==> config.mk <==
export PLATFORM = sky130hd
export DESIGN_NAME = rfid_tag_presence_table
export DESIGN_NICKNAME = d
export VERILOG_FILES = /design/src/rtl/core/rtp_pkg.sv /design/src/rtl/core/rtp_frame_asm.sv /design/src/rtl/core/rtp_slot_table.sv /design/src/rtl/core/rfid_tag_presence_table.sv
export SDC_FILE = /design/constraint.sdc
export NUM_CORES = 2
export LEC_CHECK = 0
export BUFFER_PORTS_ARGS = -buffer_cell sky130_fd_sc_hd__buf_2
export CAP_MARGIN = 20
export CORE_ASPECT_RATIO = 0.75
export CORE_UTILIZATION = 29
export DETAILED_ROUTE_END_ITERATION = 10
export SYNTH_ARGS = -nofsm -noshare
export SYNTH_HDL_FRONTEND = slang
export SYNTH_SLANG_ARGS = --single-unit
==> constraint.sdc <==
create_clock -name clk -period 6.9 [get_ports clk]
set_input_delay 0.69 -clock clk [delete_from_list [all_inputs] [get_ports clk]]
set_output_delay 0.69 -clock clk [all_outputs]
set_load 0.01 [all_outputs]
==> src/rtl/core/rtp_pkg.sv <==
package rtp_pkg;

    localparam int TAG_SLOTS_DEF = 8;

    localparam logic [1:0] OP_BYTE  = 2'd0;
    localparam logic [1:0] OP_CHECK = 2'd1;
    localparam logic [1:0] OP_READ  = 2'd2;

    localparam logic [2:0] ST_UPDATED = 3'd0;
    localparam logic [2:0] ST_NEW     = 3'd1;
    localparam logic [2:0] ST_FULL    = 3'd2;
    localparam logic [2:0] ST_BAD     = 3'd3;
    localparam logic [2:0] ST_CHECK   = 3'd4;
    localparam logic [2:0] ST_READ    = 3'd5;

    localparam logic [7:0] HDR0 = 8'h1B;
    localparam logic [7:0] HDR1 = 8'h39;
    localparam logic [7:0] HDR2 = 8'h01;

    localparam logic [3:0] FRAME_MIN = 4'd14;
    localparam logic [3:0] POS_RSSI  = 4'd7;
    localparam logic [3:0] POS_BATT  = 4'd9;
    localparam logic [3:0] POS_UID0  = 4'd10;
    localparam logic [3:0] POS_UID3  = 4'd13;

    localparam logic [31:0] TIMEOUT_RST = 32'd1000;

    localparam int       PADDR_W        = 3;
    localparam logic     REG_IDX_TIMEOUT = 1'b0;

    typedef struct packed {
        logic        done;
        logic        good;
        logic [7:0]  rssi;
        logic [7:0]  battery;
        logic [31:0] uid;
    } frame_t;

    typedef struct packed {
        logic [2:0]  status;
        logic [2:0]  slot_index;
        logic [7:0]  valid_map;
        logic [7:0]  expired_map;
        logic [31:0] tag_id;
        logic [7:0]  signal_level;
        logic [7:0]  battery_level;
    } result_t;

endpackage

==> src/rtl/core/rtp_frame_asm.sv <==
module rtp_frame_asm (
    input  logic            clk,
    input  logic            rst_n,
    input  logic            advance,
    input  logic [1:0]      op,
    input  logic [7:0]      data_byte,
    input  logic            last_byte,
    output rtp_pkg::frame_t frame
);
    import rtp_pkg::*;

    logic [3:0]  count_reg, count_next;
    logic        good_reg, good_next;
    logic [7:0]  rssi_reg, rssi_next;
    logic [7:0]  batt_reg, batt_next;
    logic [31:0] uid_reg, uid_next;
    logic        hdr_bad;
    logic        is_byte;

    assign is_byte = (op == OP_BYTE);

    always_comb
    begin
        hdr_bad = ((count_reg == 4'd0) && (data_byte != HDR0)) ||
                  ((count_reg == 4'd1) && (data_byte != HDR1)) ||
                  ((count_reg == 4'd2) && (data_byte != HDR2));
        good_next  = good_reg && !hdr_bad;
        rssi_next  = (count_reg == POS_RSSI) ? data_byte : rssi_reg;
        batt_next  = (count_reg == POS_BATT) ? data_byte : batt_reg;
        uid_next   = ((count_reg >= POS_UID0) && (count_reg <= POS_UID3)) ?
                     {uid_reg[23:0], data_byte} : uid_reg;
        count_next = (count_reg < FRAME_MIN) ? count_reg + 4'd1 : count_reg;
    end

    always_comb
    begin
        frame.done    = is_byte && last_byte;
        frame.good    = good_next && (count_next == FRAME_MIN);
        frame.rssi    = rssi_next;
        frame.battery = batt_next;
        frame.uid     = uid_next;
    end

    always_ff @(posedge clk or negedge rst_n)
    begin
        if (!rst_n)
        begin
            count_reg <= '0;
            good_reg  <= 1'b1;
            rssi_reg  <= '0;
            batt_reg  <= '0;
            uid_reg   <= '0;
        end
        else if (advance && is_byte)
        begin
            if (last_byte)
            begin
                count_reg <= '0;
                good_reg  <= 1'b1;
                rssi_reg  <= '0;
                batt_reg  <= '0;
                uid_reg   <= '0;
            end
            else
            begin
                count_reg <= count_next;
                good_reg  <= good_next;
                rssi_reg  <= rssi_next;
                batt_reg  <= batt_next;
                uid_reg   <= uid_next;
            end
        end
    end

endmodule

==> src/rtl/core/rtp_slot_table.sv <==
module rtp_slot_table #(
    parameter int TAG_SLOTS = rtp_pkg::TAG_SLOTS_DEF
) (
    input  logic             clk,
    input  logic             rst_n,
    input  logic             advance,
    input  logic [1:0]       op,
    input  logic [31:0]      now_tick,
    input  logic [2:0]       slot_select,
    input  logic [31:0]      offline_timeout,
    input  rtp_pkg::frame_t  frame,
    output rtp_pkg::result_t result,
    output logic             has_result
);
    import rtp_pkg::*;

    localparam int SLOT_W = (TAG_SLOTS > 1) ? $clog2(TAG_SLOTS) : 1;

    logic [TAG_SLOTS-1:0] valid_reg, valid_next;
    logic [31:0]          uid_mem  [TAG_SLOTS];
    logic [7:0]           rssi_mem [TAG_SLOTS];
    logic [7:0]           batt_mem [TAG_SLOTS];
    logic [31:0]          seen_mem [TAG_SLOTS];

    logic [TAG_SLOTS-1:0] match_vec, free_vec, expire_vec;
    logic [SLOT_W-1:0]    match_idx, free_idx, wr_idx, sel_idx;
    logic [7:0]           wr_idx_ext;
    logic [5:0]           sel_ext;
    logic                 read_ok;
    logic                 wr_en;
    logic [7:0]           valid_map8, expire_map8;

    always_comb
    begin
        for (int i = 0; i < TAG_SLOTS; i++)
        begin
            match_vec[i]  = valid_reg[i] && (uid_mem[i] == frame.uid);
            free_vec[i]   = !valid_reg[i];
            expire_vec[i] = valid_reg[i] && ((now_tick - seen_mem[i]) > offline_timeout);
        end
    end

    always_comb
    begin
        match_idx = '0;
        free_idx  = '0;
        for (int i = TAG_SLOTS - 1; i >= 0; i--)
        begin
            if (match_vec[i])
                match_idx = SLOT_W'(i);
            if (free_vec[i])
                free_idx = SLOT_W'(i);
        end
    end

    assign sel_ext = {3'b000, slot_select};
    assign sel_idx = sel_ext[SLOT_W-1:0];
    assign read_ok = (sel_ext < 6'(TAG_SLOTS)) && valid_reg[sel_idx];

    for (genvar g = 0; g < 8; g++)
    begin : g_map
        if (g < TAG_SLOTS)
        begin : g_live
            assign valid_map8[g]  = valid_next[g];
            assign expire_map8[g] = expire_vec[g];
        end
        else
        begin : g_none
            assign valid_map8[g]  = 1'b0;
            assign expire_map8[g] = 1'b0;
        end
    end

    always_comb
    begin
        valid_next = valid_reg;
        wr_en      = 1'b0;
        wr_idx     = match_idx;
        has_result = 1'b0;
        result     = '0;
        case (op)
            OP_BYTE:
            begin
                if (frame.done)
                begin
                    has_result = 1'b1;
                    if (!frame.good)
                        result.status = ST_BAD;
                    else
                    begin
                        result.tag_id        = frame.uid;
                        result.signal_level  = frame.rssi;
                        result.battery_level = frame.battery;
                        if (|match_vec)
                        begin
                            wr_en         = 1'b1;
                            result.status = ST_UPDATED;
                        end
                        else if (|free_vec)
                        begin
                            wr_en               = 1'b1;
                            wr_idx              = free_idx;
                            valid_next[free_idx] = 1'b1;
                            result.status       = ST_NEW;
                        end
                        else
                            result.status = ST_FULL;
                    end
                end
            end
            OP_CHECK:
            begin
                has_result         = 1'b1;
                valid_next         = valid_reg & ~expire_vec;
                result.status      = ST_CHECK;
                result.expired_map = expire_map8;
            end
            OP_READ:
            begin
                has_result        = 1'b1;
                result.status     = ST_READ;
                result.slot_index = slot_select;
                if (read_ok)
                begin
                    result.tag_id        = uid_mem[sel_idx];
                    result.signal_level  = rssi_mem[sel_idx];
                    result.battery_level = batt_mem[sel_idx];
                end
            end
            default:
            begin
                has_result = 1'b0;
            end
        endcase
        wr_idx_ext = 8'(wr_idx);
        if (wr_en)
            result.slot_index = wr_idx_ext[2:0];
        result.valid_map = valid_map8;
    end

    always_ff @(posedge clk or negedge rst_n)
    begin
        if (!rst_n)
            valid_reg <= '0;
        else if (advance)
            valid_reg <= valid_next;
    end

    always_ff @(posedge clk)
    begin
        if (advance && wr_en)
        begin
            uid_mem[wr_idx]  <= frame.uid;
            rssi_mem[wr_idx] <= frame.rssi;
            batt_mem[wr_idx] <= frame.battery;
            seen_mem[wr_idx] <= now_tick;
        end
    end

endmodule

==> src/rtl/core/rfid_tag_presence_table.sv <==
// channel  dir  handshake            payload
// in       in   in_valid/in_ready    op, data_byte, last_byte, now_tick, slot_select
// out      out  out_valid/out_ready  status, slot_index, valid_map, expired_map,
//                                    tag_id, signal_level, battery_level
// cfg      in   APB psel/penable     paddr, pwrite, pwdata, prdata, pready
//
// One item per cycle sustained while out_ready stays high; a result is loaded into
// the output register as its item leaves the input register (input register, then
// slot compare/update logic into the output register).
// rst_n clears the slot valid map, the frame assembler and the valid flags of both registers.
// A stalled output register holds the next item in the input register;
// in_ready follows out_ready combinationally.
module rfid_tag_presence_table #(
    parameter int TAG_SLOTS = rtp_pkg::TAG_SLOTS_DEF
) (
    input  logic                       clk,
    input  logic                       rst_n,
    input  logic                       in_valid,
    output logic                       in_ready,
    input  logic [1:0]                 op,
    input  logic [7:0]                 data_byte,
    input  logic                       last_byte,
    input  logic [31:0]                now_tick,
    input  logic [2:0]                 slot_select,
    output logic                       out_valid,
    input  logic                       out_ready,
    output logic [2:0]                 status,
    output logic [2:0]                 slot_index,
    output logic [7:0]                 valid_map,
    output logic [7:0]                 expired_map,
    output logic [31:0]                tag_id,
    output logic [7:0]                 signal_level,
    output logic [7:0]                 battery_level,
    input  logic                       psel,
    input  logic                       penable,
    input  logic                       pwrite,
    input  logic [rtp_pkg::PADDR_W-1:0] paddr,
    input  logic [31:0]                pwdata,
    output logic [31:0]                prdata,
    output logic                       pready
);
    import rtp_pkg::*;

    logic            in_valid_reg;
    logic [1:0]      op_reg;
    logic [7:0]      byte_reg;
    logic            last_reg;
    logic [31:0]     now_reg;
    logic [2:0]      sel_reg;
    logic            advance;
    logic            out_valid_reg;
    result_t         out_reg;
    result_t         result;
    logic            has_result;
    frame_t          frame;
    logic [31:0]     timeout_reg;
    logic            reg_idx;

    assign pready  = 1'b1;
    assign reg_idx = paddr[PADDR_W-1];
    assign prdata  = (reg_idx == REG_IDX_TIMEOUT) ? timeout_reg : 32'd0;

    always_ff @(posedge clk or negedge rst_n)
    begin
        if (!rst_n)
            timeout_reg <= TIMEOUT_RST;
        else if (psel && penable && pwrite && (reg_idx == REG_IDX_TIMEOUT))
            timeout_reg <= pwdata;
    end

    assign advance  = in_valid_reg && (!out_valid_reg || out_ready);
    assign in_ready = !in_valid_reg || advance;

    always_ff @(posedge clk or negedge rst_n)
    begin
        if (!rst_n)
            in_valid_reg <= 1'b0;
        else if (in_ready)
            in_valid_reg <= in_valid;
    end

    always_ff @(posedge clk)
    begin
        if (in_valid && in_ready)
        begin
            op_reg   <= op;
            byte_reg <= data_byte;
            last_reg <= last_byte;
            now_reg  <= now_tick;
            sel_reg  <= slot_select;
        end
    end

    rtp_frame_asm u_frame (
        .clk       (clk),
        .rst_n     (rst_n),
        .advance   (advance),
        .op        (op_reg),
        .data_byte (byte_reg),
        .last_byte (last_reg),
        .frame     (frame)
    );

    rtp_slot_table #(
        .TAG_SLOTS (TAG_SLOTS)
    ) u_table (
        .clk             (clk),
        .rst_n           (rst_n),
        .advance         (advance),
        .op              (op_reg),
        .now_tick        (now_reg),
        .slot_select     (sel_reg),
        .offline_timeout (timeout_reg),
        .frame           (frame),
        .result          (result),
        .has_result      (has_result)
    );

    always_ff @(posedge clk or negedge rst_n)
    begin
        if (!rst_n)
            out_valid_reg <= 1'b0;
        else if (advance)
            out_valid_reg <= has_result;
        else if (out_ready)
            out_valid_reg <= 1'b0;
    end

    always_ff @(posedge clk)
    begin
        if (advance && has_result)
            out_reg <= result;
    end

    assign out_valid     = out_valid_reg;
    assign status        = out_reg.status;
    assign slot_index    = out_reg.slot_index;
    assign valid_map     = out_reg.valid_map;
    assign expired_map   = out_reg.expired_map;
    assign tag_id        = out_reg.tag_id;
    assign signal_level  = out_reg.signal_level;
    assign battery_level = out_reg.battery_level;

endmodule

Yosys cells after proc, flatten, opt, wreduce, memory -nomap -nowiden
Memories as Yosys holds them, arrays and structs flattened. A register that Yosys moved wholly into a read port is not among the register bits.
Index checks and enable logic that the tools add are counted.
- register bits: 211
- memory bits (writable): 640
- input bits: 88
- output and inout port bits: 105
- memories: 4
- memories (memory ; depth ; bits a word ; rd ports ; clocked after memory_dff ; write ports ; RTL line ; text):
    u_table.seen_mem ; 8 ; 32 ; 8 ; 0 ; 1 ; rtp_slot_table.sv:23 ; logic [31:0] seen_mem [TAG_SLOTS];
    u_table.uid_mem ; 8 ; 32 ; 9 ; 1 ; 1 ; rtp_slot_table.sv:20 ; logic [31:0] uid_mem [TAG_SLOTS];
    u_table.batt_mem ; 8 ; 8 ; 1 ; 1 ; 1 ; rtp_slot_table.sv:22 ; logic [7:0] batt_mem [TAG_SLOTS];
    u_table.rssi_mem ; 8 ; 8 ; 1 ; 1 ; 1 ; rtp_slot_table.sv:21 ; logic [7:0] rssi_mem [TAG_SLOTS];
- add/sub/neg operators: 9
- $lt $le $gt $ge: 15
- equality and inequality tests: 18
- muxes and demuxes: 65
- bitwise operators: 4
- reduce and logical (&&, ||, !) cells: 54
- operators with widths (cell ; count):
    equality test 32 bit ; 8
    > comparator 32 bit ; 8
    subtractor 32 bit ; 8
    2-to-1 mux 48 bit ; 3
    2-to-1 mux 32 bit ; 3
    case mux 48 bit (2 select lines) ; 1
    2-to-1 mux 3 bit ; 28
    2-to-1 mux 8 bit ; 8
    logical AND 1 bit ; 33
    case mux 8 bit (2 select lines) ; 1
    OR reduction 8 bit ; 2
    2-to-1 mux 1 bit ; 13
    less-than comparator 3 x 4 -> 1 bit, second input constant ; 3
    zero test 1 bit ; 11
    case mux 3 bit (3 select lines) ; 1
    AND 8 bit ; 1
    equality test 4 bit, second input constant ; 2
    2-to-1 mux 4 bit ; 2
    != test 8 x 1 -> 1 bit, second input constant ; 1
    != test 8 x 5 -> 1 bit, second input constant ; 1
    != test 8 x 6 -> 1 bit, second input constant ; 1
    NOT 8 bit ; 1
    OR 8 bit ; 1
    adder 4 x 1 -> 4 bit, second input constant ; 1
    19 further kinds ; 23

Longest topological paths before layout
- depth after elaboration: 19
- depth in mapped cells: 28

Cells and area by module
Synthesis repeated with hierarchy kept, for this count alone.
- cell total of the unflattened synthesis: 4378
- area, all modules: 52537.9 µm²
- modules (own cells, without submodules) (module ; instances ; cells an instance ; area each (µm²) ; seq. area each (µm²)):
    rtp_slot_table ; 1 ; 3920 ; 44609.0 ; 19418.6
    rfid_tag_presence_table ; 1 ; 231 ; 5141.2 ; 4341.7
    rtp_frame_asm ; 1 ; 227 ; 2787.7 ; 1327.5

Worst setup path after synthesis
Ideal clock, no wire load.
- path kind: flip-flop to flip-flop
- from: reg u_frame.count_reg[1]
- to: mem u_table.batt_mem[5][0] (enable)
- arrival time: 6.941 ns
- path slack: -0.570 ns
- cell stages (with the launch flop): 18
- buffers on the path: 3
- clock period less this slack: 7.470 ns
- cell sequence: dfrtp_1 -> inv_1 -> ha_1 -> or3b_1 -> buf_6 -> buf_6 -> nand3_1 -> and2_1 -> buf_4 -> inv_2 -> a221oi_1 -> nand4_1 -> or3_1 -> a21bo_2 -> a22oi_2 -> a2bb2oi_4 -> nor4_4 -> nor2b_1
- RTL lines (item ; RTL line ; text):
    from (decl) ; rtp_frame_asm.sv:12 ; logic [3:0] count_reg, count_next;
    from (signal assigned) ; rtp_frame_asm.sv:66 ; count_reg <= count_next;
    to (decl) ; rtp_slot_table.sv:22 ;

Worst setup path in the final report
- from: reg now_reg[1]
- to: reg out_reg, in the netlist expired_map[0] (data pin)
- word-level cells in the longest chain between the ends: 3
- ends and longest elaborated chain (item ; RTL line ; text):
    from (decl) ; rfid_tag_presence_table.sv:48 ; logic [31:0] now_reg;
    from (signal assigned) ; rfid_tag_presence_table.sv:89 ; now_reg <= now_tick;
    subtractor 32 bit ; rtp_slot_table.sv:39 ; expire_vec[i] = valid_reg[i] && ((now_tick - seen_mem[i]) > offline_timeout);
    > comparator 32 bit ; rtp_slot_table.sv:39 ;
    logical AND 1 bit ; rtp_slot_table.sv:39 ;
    to (signal assigned) ; rfid_tag_presence_table.sv:132 ; out_reg <= result;
    to (decl) ; rfid_tag_presence_table.sv:52 ; result_t out_reg;
Every way passes these cells.
A chain may end at the register's enable or synchronous reset.

==> run_results.csv <==
group,metric,value,unit
placement,gp_congestion,1.03,
die,die_h,375,µm
timing,worstMarginPinSlew,1.10,ns
die,initial_core_util,29.3,%
final_layout,drive_above_1_share,13.9,%
power_and_ir_drop,switching_share,31.5,%
hold_path,hp-class,"in2reg",
power_and_ir_drop,internal-power,9.95,mW
final_layout,fin_area,62100,µm²
clock_network,cts_tree,"built",
clock_network,cts-root-buf,"clkbuf_16",
global_route,grt_start_max_net_pins,50,
placement,dp.cells,7386,
logic_synthesis,ys_seq_elements,854,
global_route,overflow,0,
clock_network,clock_path_buffers,3,
clock_network,htree_levels,3,
global_route,grt_pass1_wl,271000,µm
logic_synthesis,synth_warnings,0,
timing,min_period,6.55,ns
route,ant_nets,0,
die,die_w,500,µm
logic_synthesis,syn_area,53900,µm²
final_layout,reg_top3,"u_table.seen_mem x256, u_table.uid_mem x256",
final_layout,finalNonFillerCells,7576,
power_and_ir_drop,p_clk_share,36.5,%
global_route,grt_pass1_vias,38000,
die,placementRows,136,
critical_path,r2r-start,"now_reg[1]$_DFFE_PP_",
placement,preCtsSetupSlack,0.265,ns
power_and_ir_drop,p_seq_share,41.1,%
critical_path,cp.arrival,7.02,ns
timing,fin_skew,0.0610,ns
die,fp.dieArea,187000,µm²
timing,hold_viol_final,0,
hold_path,hold_path_startpoint,"now_tick[23]",
timing,setup_ws,0.352,ns
critical_path,r2r_end,"expired_map[0]$_SDFFCE_PN0P_",
placement,io_buffers,189,
logic_synthesis,synthArstFlopShare,11.1,%
timing,max_freq,153,MHz
logic_synthesis,syn-num-nets,5386,
route,vias,41100,
power_and_ir_drop,p_leak,25.4,nW
hold_path,hold_end,"now_reg[23]$_DFFE_PP_",
critical_path,crit_path_end_kind,"flip-flop",
power_and_ir_drop,comb_power_share,22.4,%
hold_path,hold_depth,1,
global_route,antenna_found_initial,18,
timing,maxSlewHeadroom,26.3,%
timing,slew_violations,0,
final_layout,n_fill_cell,18300,
timing,holdWs,0.110,ns
timing,setup_violations,0,
power_and_ir_drop,power_density,234,nW/µm²
logic_synthesis,ys_types,100,
logic_synthesis,synth_seq_area_share,46.7,%
timing,setup_tns,0,ns
final_layout,final_nets,5681,
clock_network,clock_sinks,854,
logic_synthesis,yosysTopAreaCell,"edfxtp_1",
placement,dp_hpwl,138000,µm
die,ios,193,
power_and_ir_drop,ir_worst_vdd,0.215,mV
outcome,status,"finished, final reports clean",
timing,period_share,94.9,%
clock_network,clkTransAtPathRegs,0.06,ns
critical_path,ff2ff_setup_slack,0.35,ns
die,coreArea,184000,µm²
logic_synthesis,avgSynthCellArea,11.3,µm²
route,drt_iter0_markers,5029,
logic_synthesis,synthFlopType,"edfxtp_1",
route,drtPass1Iterations,5,
power_and_ir_drop,netSwitchingPower,4.58,mW
logic_synthesis,yosys.area.top_type_share,42.2,%
logic_synthesis,synth_edf_count,756,
critical_path,cp-start-kind,"flip-flop",
route,viasPerCell,5.42,
critical_path,critPathMaxFanout,7,
critical_path,critical_path_class,"reg2reg",
logic_synthesis,synthCells,4777,
critical_path,crit_required,7.37,ns
placement,dpl_cell_area,58700,µm²
logic_synthesis,synthTopCellsByArea,"edfxtp_1 (42%), ha_1 (12%), xnor2_1 (4.7%)",
clock_network,cts_buffers,97,
final_layout,area_growth_syn_to_layout,15.2,%
route,totalWireLength,190000,µm
run,maxCapViolCount,0,
route,wl_per_cell,25.1,µm
global_route,grtUsageTotal,19.8,%
route,drc,0,
critical_path,r2r_cells,26,
clock_network,clk_latency,0.77,ns
[repair_timing]
action / in CTS / in global routing
resized for setup: 0 / 6
hold endpoints to repair: 21 / 0
endpoints found under the setup margin: 0 / 7
hold buffers: 1 / 0
buffers inserted: 0 / 1
[cell families after synthesis]
group	count (synthesis)	synth area share [%]
AO/OA/AOI/OAI	1109	13.1
other	1	0.00696
multiplexers	206	6.19
AND/OR/NAND/NOR	1129	11.3
XOR/XNOR	369	6.00
buffers and inverters	588	4.47
flip-flops	854	46.7
adder cells (fa/ha/maj)	521	12.2
[power by group through the flow]
stage	clock [mW]	sequential [mW]	combinational [mW]
after floorplan	0	5.99	2.09
after global placement	0	6.07	3.13
after detailed placement	0	6.07	3.19
after CTS	5.41	5.97	3.22
after global routing	5.59	5.98	3.56
final	5.30	5.97	3.26
[per-stage QoR]
| step | util, % | total power [mW] |
|---|---|---|
| finish | 33.8 | 14.5 |
| CTS | 33.7 | 14.6 |
| floorplan | - | 8.09 |
| detailed placement | 32.0 | 9.26 |
| global route | 33.8 | 15.1 |
| global placement | 32.0 | 9.20 |
[cells in the final DEF, fill, tap and decap left out, types with 28 or more instances in the layout]
| cell type | n |
|---|---|
| o21ai_0 | 194 |
| buf_12 | 35 |
| ha_1 | 513 |
| a21oi_1 | 314 |
| and3_1 | 112 |
| buf_4 | 117 |
| nand2_1 | 177 |
| mux2i_1 | 72 |
| nor4_1 | 77 |
| o21a_1 | 102 |
| nand2b_1 | 51 |
| nand3_1 | 105 |
| nand4_1 | 76 |
| xor2_1 | 78 |
| buf_2 | 188 |
| edfxtp_1 | 756 |
| inv_1 | 439 |
| mux4_2 | 98 |
| nor2_1 | 211 |
| nor2b_1 | 52 |
| o21ai_1 | 28 |
| dfrtp_1 | 88 |
| mux2_2 | 36 |
| o22ai_1 | 82 |
| clkbuf_16 | 98 |
| a21o_1 | 134 |
| nor3_1 | 99 |
| and2_1 | 44 |
| xnor2_1 | 291 |
[routing by layer]
| layer | wire length (µm) | vias up | GRT usage (%) |
|---|---|---|---|
| met4 | 7910 | 22 | 7.78 |
| li1 | - | 18600 | - |
| met1 | 86300 | 20100 | 29.3 |
| met5 | 148 | - | 0 |
| met2 | 77100 | 2021 | 27.7 |
| met3 | 19000 | 369 | 4.34 |
[worst max-delay path by stage]
stage / end / cells after the start / start
after global routing: u_table.valid_reg[7]$_DFFE_PN0P_ / 27 / now_reg[1]$_DFFE_PP_
final: expired_map[0]$_SDFFCE_PN0P_ / 26 / now_reg[1]$_DFFE_PP_
after CTS: u_table.valid_reg[7]$_DFFE_PN0P_ / 27 / now_reg[1]$_DFFE_PP_
after global placement: u_table.valid_reg[7]$_DFFE_PN0P_ / 27 / now_reg[1]$_DFFE_PP_
after detailed placement: u_table.valid_reg[7]$_DFFE_PN0P_ / 27 / now_reg[1]$_DFFE_PP_
after floorplan: u_table.batt_mem[0][0]$_DFFE_PP_ / 16 / u_frame.count_reg[1]$_DFFE_PN0P_
[critical path, stage by stage, from the launching register on]
cell and delay, ns:
edfxtp_1 0.46, buf_4 0.22, ha_1 0.29, nor2b_1 0.14, or3_1 0.33, a21oi_1 0.19, o21ai_1 0.12, a221oi_1 0.61
o21ai_1 0.28, o211ai_1 0.65, a311oi_1 0.27, o31a_1 0.36, o21a_1 0.18, nor2_1 0.11, xnor2_1 0.14, ha_1 0.26
a21o_1 0.17, a21oi_1 0.14, nor2b_1 0.06, o21ai_0 0.14, nand2b_1 0.07, a21oi_1 0.27, o21ai_0 0.17, nand3_1 0.20
a31oi_1 0.11, buf_4 0.19, and2_1 0.16
[synthesized netlist by cell type (9+ instances only)]
master,count
clkbuf_1,83
o211ai_1,23
nor2_1,213
and4_1,24
buf_1,10
o22ai_1,82
mux2_2,36
buf_2,17
a31oi_1,28
a21oi_1,314
o31ai_1,18
o21bai_1,27
xnor2_1,291
xor2_1,78
or3_1,25
nor2b_1,54
o21ai_1,29
and2_1,45
dfrtp_1,88
mux4_2,98
nor3_1,100
o221ai_1,11
a211oi_1,16
buf_4,23
buf_6,12
ha_1,513
nand2_1,178
inv_1,440
nand3_1,105
edfxtp_1,756
nor4_1,79
or2_2,13
nand4_1,76
a21o_1,134
nand2b_1,51
and3_1,112
a2111oi_0,12
a221oi_1,12
o2111ai_1,11
o21a_1,103
a41oi_1,9
nand3_2,14
o21ai_0,194
mux2i_1,72
[cell type report]
class,count,area [µm²],share of cell area [%]
inverter,443,1660,2.68
sequential,854,25200,40.5
clock buffer,120,2580,4.17
multi-input combinational,3335,26400,42.6
timing repair buffer,341,2530,4.08
tap,2415,3020,4.87
clock inverter,64,662,1.07
antenna,4,10.0,0.0161
Note: power is estimated with default switching activity, not from simulation.
